$ cat src/hw/rtl/prr_pkg.sv
// ----------------------------------------------------------------------------
// prr_pkg
// Shared types, constants and helpers of the polyphase rational resampler.
// ----------------------------------------------------------------------------
package prr_pkg;

    // Default parameter values of the top level.
    localparam int DEF_MAX_TAPS    = 256;
    localparam int DEF_SAMPLE_BITS = 16;

    // Fixed field widths.
    localparam int COEF_W      = 16;
    localparam int COEF_IDX_W  = 8;
    localparam int FACTOR_W    = 7;
    localparam int FACTOR_MAX  = 64;
    localparam int TAP_CNT_W   = 9;
    localparam int PHASE_W     = 7;
    localparam int CFG_IDX_W   = 2;
    localparam int CFG_DATA_W  = 9;
    localparam int ROUND_SHIFT = 15;

    // Depth of the queue between the front and the back.
    localparam int QUEUE_DEPTH = 2;

    // Configuration register indexes.
    localparam logic [CFG_IDX_W-1:0] REG_UP_FACTOR   = 2'd0;
    localparam logic [CFG_IDX_W-1:0] REG_DOWN_FACTOR = 2'd1;
    localparam logic [CFG_IDX_W-1:0] REG_TAP_COUNT   = 2'd2;

    // Item command codes.
    localparam logic CMD_SAMPLE    = 1'b0;
    localparam logic CMD_COEF_WRITE = 1'b1;

    typedef enum logic [2:0] {
        S_IDLE,
        S_CHECK,
        S_MAC,
        S_DRAIN,
        S_ROUND,
        S_EMIT
    } t_back_state;

    typedef struct packed {
        logic [FACTOR_W-1:0] up;
        logic [FACTOR_W-1:0] down;
    } t_cfg;

    typedef struct packed {
        logic [COEF_IDX_W-1:0]    index;
        logic signed [COEF_W-1:0] value;
    } t_coef_wr;

    // A factor of zero acts as one, anything above the maximum as the maximum.
    function automatic logic [FACTOR_W-1:0] clamp_factor(input logic [FACTOR_W-1:0] f);
        logic [FACTOR_W-1:0] r;
        if (f == '0) begin
            r = FACTOR_W'(1);
        end else if (f > FACTOR_W'(FACTOR_MAX)) begin
            r = FACTOR_W'(FACTOR_MAX);
        end else begin
            r = f;
        end
        return r;
    endfunction

endpackage

$ cat src/hw/rtl/prr_front.sv
// ----------------------------------------------------------------------------
// prr_front
// Input side: accepts items into a short queue that feeds the back end.
// ----------------------------------------------------------------------------
module prr_front import prr_pkg::*; #(
    parameter int SAMPLE_BITS = DEF_SAMPLE_BITS
) (
    input  logic                          i_clk,
    input  logic                          i_rst_n,
    input  logic                          i_in_valid,
    output logic                          o_in_stall,
    input  logic                          i_cmd,
    input  logic signed [SAMPLE_BITS-1:0] i_sample_in,
    input  logic [COEF_IDX_W-1:0]         i_coef_index,
    input  logic signed [COEF_W-1:0]      i_coef_value,
    output logic                          o_q_valid,
    input  logic                          i_q_pop,
    output logic                          o_q_cmd,
    output logic signed [SAMPLE_BITS-1:0] o_q_sample,
    output t_coef_wr                      o_q_coef
);

    localparam int QPW = (QUEUE_DEPTH > 1) ? $clog2(QUEUE_DEPTH) : 1;
    localparam int QCW = $clog2(QUEUE_DEPTH + 1);

    logic                   r_cmd    [QUEUE_DEPTH];
    logic [SAMPLE_BITS-1:0] r_sample [QUEUE_DEPTH];
    t_coef_wr               r_coef   [QUEUE_DEPTH];
    logic [QPW-1:0]         r_wptr, n_wptr;
    logic [QPW-1:0]         r_rptr, n_rptr;
    logic [QCW-1:0]         r_count, n_count;
    logic                   push;
    logic                   pop;

    assign o_in_stall = (r_count == QCW'(QUEUE_DEPTH));
    assign push       = i_in_valid && !o_in_stall;
    assign pop        = i_q_pop && (r_count != '0);

    always_comb begin
        n_wptr  = r_wptr;
        n_rptr  = r_rptr;
        n_count = r_count;
        if (push) begin
            n_wptr = (r_wptr == QPW'(QUEUE_DEPTH - 1)) ? '0 : r_wptr + 1'b1;
        end
        if (pop) begin
            n_rptr = (r_rptr == QPW'(QUEUE_DEPTH - 1)) ? '0 : r_rptr + 1'b1;
        end
        if (push && !pop) begin
            n_count = r_count + 1'b1;
        end else if (pop && !push) begin
            n_count = r_count - 1'b1;
        end
    end

    always_ff @(posedge i_clk) begin
        if (!i_rst_n) begin
            r_wptr  <= '0;
            r_rptr  <= '0;
            r_count <= '0;
        end else begin
            r_wptr  <= n_wptr;
            r_rptr  <= n_rptr;
            r_count <= n_count;
        end
    end

    always_ff @(posedge i_clk) begin
        if (push) begin
            r_cmd[r_wptr]    <= i_cmd;
            r_sample[r_wptr] <= i_sample_in;
            r_coef[r_wptr]   <= '{index: i_coef_index, value: i_coef_value};
        end
    end

    assign o_q_valid  = (r_count != '0);
    assign o_q_cmd    = r_cmd[r_rptr];
    assign o_q_sample = r_sample[r_rptr];
    assign o_q_coef   = r_coef[r_rptr];

endmodule

$ cat config.mk
export PLATFORM = sky130hd
export DESIGN_NAME = prr_front
export DESIGN_NICKNAME = d
export VERILOG_FILES = /design/src/hw/rtl/prr_pkg.sv /design/src/hw/rtl/prr_front.sv
export SDC_FILE = /design/constraint.sdc
export NUM_CORES = 1
export LEC_CHECK = 0
export BUFFER_PORTS_ARGS = -buffer_cell sky130_fd_sc_hd__buf_2
export CAP_MARGIN = 20
export CORE_ASPECT_RATIO = 1.2
export CORE_MARGIN = 2
export CORE_UTILIZATION = 45
export DETAILED_ROUTE_END_ITERATION = 16
export PLACE_DENSITY = 0.73
export SLEW_MARGIN = 20
export SYNTH_ARGS = -nofsm -noshare
export SYNTH_HDL_FRONTEND = slang
export SYNTH_SLANG_ARGS = --single-unit
$ cat constraint.sdc
create_clock -name i_clk -period 2.7 [get_ports i_clk]
set_input_delay 0.54 -clock i_clk [delete_from_list [all_inputs] [get_ports i_clk]]
set_output_delay 0.54 -clock i_clk [all_outputs]
set_load 0.01 [all_outputs]
==> run_results.csv, run 1 <==
group,metric,value,unit
status,status,"finished clean",
yosys,yosys_register_bits,87,
setup_path,r2r-end,"r_coef[1][0]",
setup_path,crit-reg2reg-launch,"r_count[0]",
placement,gp_congestion,0.7188,
floorplanning,die_w,80.81,um
timing,hold_slack,0.3874,ns
global_routing,grt_first_pass_wirelength,7527,um
setup_path,crit_fanout,27,
setup_path,cp.arrival,1.66,ns
clock_tree,hold_buffers,0,
floorplanning,fp.dieH,96.17,um
hold_path,hold_depth,1,
job,cap_viol_max_count,0,
yosys,mappedNetlistArea,0.003186,mm2
timing,setup_viol,0,
power_and_ir_drop,p_leak,0.001479,uW
yosys,ys_async_sr_fraction,0,
timing,setup_tns,0,ns
yosys,synth-edff-count,82,
setup_path,ff2ff_setup_slack,1.02,ns
floorplanning,start_util,0.4648,
clock_tree,cts_max_level,3,
clock_tree,cts_root_buf,"clkbuf_8",
floorplanning,dieArea,0.007771,mm2
timing,relSlewSlack,0.6624,
detailed_routing,drt_iter0_drc,108,
yosys,synth.most_common_cell,"edfxtp_1",
detailed_routing,vias,1621,
global_routing,grt_max_degree,28,
hold_path,hp-start,"i_coef_value[3]",
global_routing,antenna_found_initial,0,
setup_path,critPathLaunchType,"flip-flop",
yosys,ys_warn_count,0,
clock_tree,clk_pin_slew,0.08,ns
detailed_routing,drtPass1Iterations,4,
floorplanning,boundaryPins,88,
floorplanning,core,0.006854,mm2
yosys,synthesis.nets,199,
setup_path,end_kind,"primary output",
floorplanning,rows,33,
yosys,synth_ff_type,"edfxtp_1",
detailed_routing,finalWirelength,5122,um
yosys,syn_inst,153,
timing,slew_violations,0,
timing,clock.fmax,0.4537,GHz
clock_tree,cts_resized,0,
yosys,synth_largest_area_cell,"edfxtp_1",
clock_tree,postCtsSetupRepairBufs,0,
timing,period_minus_slack,2.204,ns
detailed_routing,wl_per_cell,14.98,um
timing,fin_crit_sh,0.8164,
global_routing,track_usage,0.1359,
timing,fin_skew,0.007156,ns
power_and_ir_drop,seqPwrFrac,0.506,
setup_path,reg2reg_depth,3,
clock_tree,cts.sinks,87,
finish,final_area,0.003949,mm2
timing,finalHoldViolations,0,
setup_path,critPathKind,"reg2out",
yosys,ys_top_cells_by_count,"edfxtp_1, mux2_2, buf_2, dfxtp_1",
yosys,synth_seq_area_share,0.8044,
yosys,avgSynthCellArea,20.82,um2
power_and_ir_drop,p_sw_frac,0.2667,
finish,nNetsFinal,296,
finish,diodes,0,
detailed_routing,post-route-drc-count,0,
placement,portBuffers,87,
power_and_ir_drop,comb_power_share,0.261,
clock_tree,cts_tree,"done",
global_routing,grt_pass1_vias,1624,
finish,area_growth,23.96,%
clock_tree,numCtsBuffers,9,
yosys,synth_cell_types,22,
clock_tree,clk_path_buf_depth,2,
detailed_routing,vias_per_cell,4.740,
hold_path,min_delay_worst_endpoint,"r_coef[0][3]",
finish,drive_above_1_share,0.5686,
placement,dp_hpwl,3506,um
power_and_ir_drop,p_per_area,891.0,mW/mm2
power_and_ir_drop,power,3518,uW
setup_path,required,2.16,ns
timing,rsz0062_at_grt,"no",
power_and_ir_drop,pwr-share-clk,0.232,
power_and_ir_drop,p_sw,938.3,uW
global_routing,gr-total-overflow,0,
yosys,synthTopCellsByArea,"edfxtp_1, mux2_2, dfxtp_1",
clock_tree,clk_latency,0.34,ns
yosys,synth_top_area_share,0.7730,
power_and_ir_drop,intPower,2580,uW
placement,place_area,0.003769,mm2
hold_path,hp-class,"in2reg",
detailed_routing,final_antenna_net_count,0,
power_and_ir_drop,irDropWorstVdd,0.6493,mV
timing,worstMarginPinSlew,0.5064,ns
[state kept, by name, indices dropped and copies added (netlist names), named ones only]
register  cells
r_sample     32
r_rptr        1
r_cmd         2
r_wptr        1
r_count       2
r_coef       48
[worst max-delay path by stage]
stage	to	slack, ns	cells after the start
floorplan	r_cmd[0]	0.01	2
global placement	o_q_coef[0]	0.84	3
detailed placement	o_q_coef[0]	0.83	3
CTS	o_q_coef[0]	0.46	3
global route	o_q_sample[9]	0.40	3
finish	o_q_sample[0]	0.50	3
[layer usage]
metal | GRT usage | routed length, um
met2 | 0.2355 | 2749
met1 | 0.1544 | 2038
met3 | 0.02439 | 218
met5 | 0 | 0
met4 | 0.08475 | 116
[layout by cell type, fill, tap and decap left out, types with 3 or more instances in the layout]
master and n:
mux2_2 38, dfxtp_1 4, edfxtp_1 82, clkinv_1 3
and2_1 3, mux2_1 3, buf_2 87, clkbuf_8 9
[critical path, stage by stage, from the launching register on]
cell and delay (ns):
dfxtp_2 0.57, buf_12 0.25, mux2_2 0.36, buf_2 0.14
[power by group through the flow]
stage	combinational, uW	clock [uW]	sequential [uW]
after floorplan	615	0	1770
after global placement	934	0	1810
after detailed placement	937	0	1810
after CTS	943	845	1780
after global routing	1000	914	1800
final	920	818	1780
[through the flow]
stage	utilization	std cells	worst slack, ns
finish	0.5761	342	0.4958
global placement	0.5498	326	0.8386
global route	0.5761	342	0.3994
CTS	0.5761	342	0.4574
floorplan	-	153	0.009856
detailed placement	0.5498	326	0.8337
[cell type report]
cell class | count | area, um2
fillers | 555 | 2905
flip-flops and latches | 87 | 2564
multi-input cells | 59 | 598.1
repair buffers | 91 | 490.5
clock buffers | 11 | 131.4
well taps | 87 | 108.9
clock inverters | 5 | 48.80
inverters | 2 | 7.507
[kinds of logic after synthesis]
| family | Yosys count | share of synthesized area |
|---|---|---|
| mux | 41 | 0.1449 |
| xor+xnor | 3 | 0.008250 |
| flops | 87 | 0.8044 |
| fa+ha+maj | 1 | 0.003927 |
| compound gates | 5 | 0.01021 |
| buf+inv | 7 | 0.01021 |
| simple gates | 9 | 0.01807 |
(Power assumes the default switching activity.)
==> run 2: changes to the inputs <==
--- a/config.mk
+++ b/config.mk
@@ -11,7 +11,7 @@
 export CORE_MARGIN = 2
 export CORE_UTILIZATION = 45
 export DETAILED_ROUTE_END_ITERATION = 16
-export PLACE_DENSITY = 0.73
+export PLACE_DENSITY = 0.7
 export SLEW_MARGIN = 20
 export SYNTH_ARGS = -nofsm -noshare
 export SYNTH_HDL_FRONTEND = slang
==> constraint.sdc (replaced) <==
create_clock -name i_clk -period 2.22 [get_ports i_clk]
set_input_delay 0.444 -clock i_clk [delete_from_list [all_inputs] [get_ports i_clk]]
set_output_delay 0.444 -clock i_clk [all_outputs]
set_load 0.01 [all_outputs]
==> run 2 against run 1 <==
  * Count of clock-buffer cells in the layout rose by 1
  * Sequential power increased by 20%
  * Critical endpoint is now o_q_coef[8]
  * Die area did not move
  * Utilization decreased by 0.073 points
  * Flip-flop and latch count did not move
==> run_results.csv, run 2 (synthesis results as in run 1) <==
group,metric,value,unit
timing,relSlewSlack,0.7717,
finish,post-route-util,0.5754,
global_routing,grt_pass1_vias,1676,
timing,rsz0062_at_grt,"no",
detailed_routing,finalWirelength,5309,um
timing,setup_tns,0,ns
clock_tree,clk_pin_slew,0.08,ns
power_and_ir_drop,seqPwrFrac,0.500,
global_routing,grt_first_pass_wirelength,7928,um
power_and_ir_drop,pwr-share-clk,0.230,
clock_tree,cts_max_level,3,
clock_tree,postCtsSetupRepairBufs,0,
placement,place_ws,0.5838,ns
floorplanning,fp.dieH,96.17,um
setup_path,end_kind,"primary output",
finish,top_register,"r_coef",
global_routing,track_usage,0.1420,
hold_path,hp-class,"in2reg",
clock_tree,clk_path_buf_depth,2,
clock_tree,hold_buffers,0,
global_routing,grtUsageMet2,0.2541,
clock_tree,numCtsBuffers,9,
power_and_ir_drop,p_sw,1172,uW
power_and_ir_drop,intPower,3083,uW
global_routing,gr-total-overflow,0,
floorplanning,rows,33,
power_and_ir_drop,comb_power_share,0.270,
clock_tree,cts_root_buf,"clkbuf_8",
job,cap_viol_max_count,0,
placement,gp_congestion,0.6890,
power_and_ir_drop,irDropWorstVdd,0.8897,mV
finish,largest_reg_flops,48,
setup_path,critPathKind,"reg2out",
setup_path,cp.arrival,1.50,ns
floorplanning,dieArea,0.007771,mm2
status,status,"finished clean",
setup_path,required,1.78,ns
timing,fin_crit_sh,0.8758,
global_routing,met1_usage,0.1592,
timing,period_minus_slack,1.944,ns
detailed_routing,post-route-drc-count,0,
timing,clock.fmax,0.5143,GHz
power_and_ir_drop,p_per_area,1079,mW/mm2
detailed_routing,vias_per_cell,4.791,
detailed_routing,vias,1648,
global_routing,grt_max_degree,26,
floorplanning,start_util,0.4648,
timing,fin_skew,0.008043,ns
finish,diodes,0,
setup_path,crit_fanout,25,
floorplanning,boundaryPins,88,
timing,worstMarginPinSlew,0.3425,ns
timing,setup_viol,0,
global_routing,antenna_found_initial,0,
finish,top_regs,"r_coef x48, r_sample x32",
global_routing,use_met3,0.02908,
timing,finalHoldViolations,0,
power_and_ir_drop,p_leak,0.001479,uW
detailed_routing,drtPass1Iterations,4,
clock_tree,clk_latency,0.33,ns
timing,slew_violations,0,
finish,drive_above_1_share,0.5875,
floorplanning,die_w,80.81,um
detailed_routing,drt_iter0_drc,89,
finish,final_area,0.003944,mm2
setup_path,critPathLaunchType,"flip-flop",
finish,final_cell_mix,"buf_2, edfxtp_1, mux2_2",
detailed_routing,wl_per_cell,15.43,um
finish,final_common_cell,"buf_2",
power_and_ir_drop,power,4256,uW
timing,layout_setup_ws,0.2757,ns
finish,nNetsFinal,298,
detailed_routing,final_antenna_net_count,0,
finish,area_growth,23.80,%
global_routing,top_usage_layer,"met2",
placement,portBuffers,87,
clock_tree,cts.sinks,87,
placement,place_area,0.003759,mm2
power_and_ir_drop,p_sw_frac,0.2755,
clock_tree,cts_resized,0,
clock_tree,cts_tree,"done",
floorplanning,core,0.006854,mm2
-- run 2: worst paths after layout --
kind / slack (ns) / end / startpoint / cells after the start
setup / recovery: 0.28 / o_q_coef[8] / flip-flop / 3
hold / removal: 0.30 / r_coef[1][9] / i_coef_value[9] / 1
setup reg to reg: 0.64 / r_count[1] / r_count[0] / 6
hold reg to reg: 0.53 / r_count[1] / r_count[1] / 2
-- run 2: cell type report --
cell class | instances | area (um2)
Fill cell | 580 | 2910
Sequential cell | 87 | 2564
Multi-Input combinational cell | 59 | 598.1
Timing Repair Buffer | 93 | 480.5
Clock buffer | 12 | 155.1
Tap cell | 87 | 108.9
Clock inverter | 4 | 30.03
Inverter | 2 | 7.507
-- run 2: power by group through the flow --
stage,combinational (uW),sequential (uW),clock (uW)
6_report,1150,2130,977
4_1_cts,1180,2130,1010
3_3_place_gp,1160,2160,0
2_1_floorplan,753,2150,0
5_1_grt,1260,2150,1080
3_5_place_dp,1170,2170,0
-- run 2: worst max-delay path: stages (launching register included) --
cell and delay [ns]:
dfxtp_2 0.33, buf_4 0.32, mux2_2 0.39, buf_2 0.14
-- run 2: per-stage QoR --
step / hold slack, ns / std cells
floorplan: 0.4785 / 153
global placement: 0.5015 / 328
detailed placement: 0.5335 / 328
CTS: 0.2792 / 344
global route: 0.2737 / 344
finish: 0.2978 / 344
-- run 2: metal layers --
metal	part of all wire	up-vias
met2	0.56	40
met3	0.039	6
li1	-	792
met1	0.38	810
met4	0.014	0
met5	0	-
==> run 3: changes to the inputs <==
--- a/config.mk
+++ b/config.mk
@@ -7,12 +7,13 @@
 export LEC_CHECK = 0
 export BUFFER_PORTS_ARGS = -buffer_cell sky130_fd_sc_hd__buf_2
 export CAP_MARGIN = 20
+export CELL_PAD_IN_SITES_DETAIL_PLACEMENT = 2
+export CELL_PAD_IN_SITES_GLOBAL_PLACEMENT = 2
 export CORE_ASPECT_RATIO = 1.2
 export CORE_MARGIN = 2
-export CORE_UTILIZATION = 45
+export CORE_UTILIZATION = 37
 export DETAILED_ROUTE_END_ITERATION = 16
-export PLACE_DENSITY = 0.7
-export SLEW_MARGIN = 20
+export PLACE_DENSITY_LB_ADDON = 0.1
 export SYNTH_ARGS = -nofsm -noshare
 export SYNTH_HDL_FRONTEND = slang
 export SYNTH_SLANG_ARGS = --single-unit
==> run 3 against run 2 <==
  * Clock power is 19% higher
  * Sequential power barely moved
  * Critical path depth is the same
  * Die area rose by 21%
  * Fmax fell by 2.3%
  * Largest power group unchanged
  * Final area rose by 1.5%
  * Clock skew about the same
  * Combinational power hardly changed
==> run_results.csv, run 3 (synthesis results as in run 1) <==
group,metric,value,unit
timing,slew_violations,0,
clock_tree,clk_latency,0.36,ns
power_and_ir_drop,p_per_area,1118,mW/mm2
clock_tree,postCtsSetupRepairBufs,0,
floorplanning,rows,37,
finish,top_register,"r_coef",
timing,clock.fmax,0.5026,GHz
timing,setup_viol,0,
global_routing,track_usage,0.1494,
timing,setup_tns,0,ns
power_and_ir_drop,power,4474,uW
power_and_ir_drop,p_leak,0.001499,uW
timing,rsz0062_at_grt,"no",
detailed_routing,drt_iter0_drc,57,
setup_path,critPathLaunchType,"flip-flop",
placement,place_area,0.003801,mm2
finish,final_common_cell,"buf_2",
finish,final_area,0.004003,mm2
timing,fin_skew,0.007807,ns
detailed_routing,vias,1701,
setup_path,cp.arrival,1.55,ns
finish,nNetsFinal,297,
timing,finalHoldViolations,0,
timing,worstMarginPinSlew,0.3270,ns
setup_path,crit_fanout,23,
finish,top_regs,"r_coef x48, r_sample x32",
clock_tree,clk_path_buf_depth,2,
timing,period_minus_slack,1.990,ns
timing,relSlewSlack,0.7820,
finish,diodes,0,
floorplanning,die_w,88.71,um
global_routing,gr-total-overflow,0,
finish,area_growth,25.65,%
timing,fin_crit_sh,0.8963,
setup_path,critPathKind,"reg2out",
hold_path,hp-class,"in2reg",
status,status,"finished clean",
placement,portBuffers,87,
floorplanning,dieArea,0.009371,mm2
detailed_routing,wl_per_cell,17.42,um
setup_path,reg2reg_depth,6,
setup_path,crit_end,"o_q_sample[6]",
floorplanning,core,0.008472,mm2
clock_tree,numCtsBuffers,9,
finish,final_cell_mix,"buf_2, edfxtp_1, mux2_2",
clock_tree,cts.sinks,87,
detailed_routing,vias_per_cell,4.573,
detailed_routing,finalWirelength,6481,um
detailed_routing,post-route-drc-count,0,
clock_tree,cts_tree,"done",
floorplanning,start_util,0.3760,
setup_path,r2r-end,"r_count[1]",
clock_tree,hold_buffers,0,
floorplanning,fp.dieH,105.6,um
clock_tree,cts_root_buf,"clkbuf_8",
detailed_routing,final_antenna_net_count,0,
job,cap_viol_max_count,0,
placement,dp_hpwl,4404,um
global_routing,grt_max_degree,42,
global_routing,grt_first_pass_wirelength,9936,um
floorplanning,boundaryPins,88,
setup_path,crit-reg2reg-launch,"r_count[0]",
setup_path,required,1.78,ns
global_routing,antenna_found_initial,0,
detailed_routing,drtPass1Iterations,3,
timing,hold_slack,0.2654,ns
hold_path,hold_depth,1,
setup_path,end_kind,"primary output",
clock_tree,cts_resized,0,
clock_tree,clk_pin_slew,0.08,ns
finish,fillers,826,
placement,gp_congestion,0.6753,
global_routing,grt_pass1_vias,1892,
clock_tree,cts_max_level,3,
finish,largest_reg_flops,48,
finish,drive_above_1_share,0.5804,
setup_path,ff2ff_setup_slack,0.53,ns
power_and_ir_drop,irDropWorstVdd,0.4945,mV
==> run 3: layout make-up <==
cell class                      count  area, um2  share of cell area
Multi-Input combinational cell     59      598.1              0.1494
Clock inverter                      5      73.82             0.01844
Sequential cell                    87       2564              0.6405
Clock buffer                       10      127.6             0.03188
Timing Repair Buffer               92      485.5              0.1213
Inverter                            2      7.507            0.001876
Tap cell                          117      146.4             0.03657
==> run 3: stage by stage <==
step | setup slack, ns | instances | utilization
2_1_floorplan | 0.1924 | 153 | -
3_3_place_gp | 0.6190 | 357 | 0.4487
3_5_place_dp | 0.5390 | 357 | 0.4487
4_1_cts | 0.1885 | 372 | 0.4725
5_1_grt | 0.1638 | 372 | 0.4725
6_report | 0.2302 | 372 | 0.4725
==> run 3: where the power goes <==
part | internal [uW] | total [uW] | leakage [uW] | switching, uW
clock | 621 | 1160 | 0.000104 | 538
sequential | 2060 | 2140 | 0.000807 | 75.0
combinational | 557 | 1180 | 0.000588 | 621
==> run 3: routing by layer <==
metal	routed length, um	vias to the layer above	global-route usage
met5	0	-	0
met1	2605	849	0.1716
met4	153	0	0.08117
met2	3396	51	0.2473
li1	-	789	-
met3	325	12	0.04072
==> run 3: critical path: stages, from the launching register on <==
cell     delay [ns]
dfxtp_2        0.33
buf_4          0.30
mux2_2         0.40
buf_2          0.14
==> run 3: worst min-delay path by stage <==
stage                                start       endpoint
after detailed placement        r_count[1]     r_count[1]
after global routing       i_coef_index[1]  r_coef[1][17]
final                     i_coef_value[14]  r_coef[1][14]
after floorplan                 r_count[1]     r_count[1]
after CTS                  i_coef_index[1]  r_coef[1][17]
after global placement          r_count[1]     r_count[1]
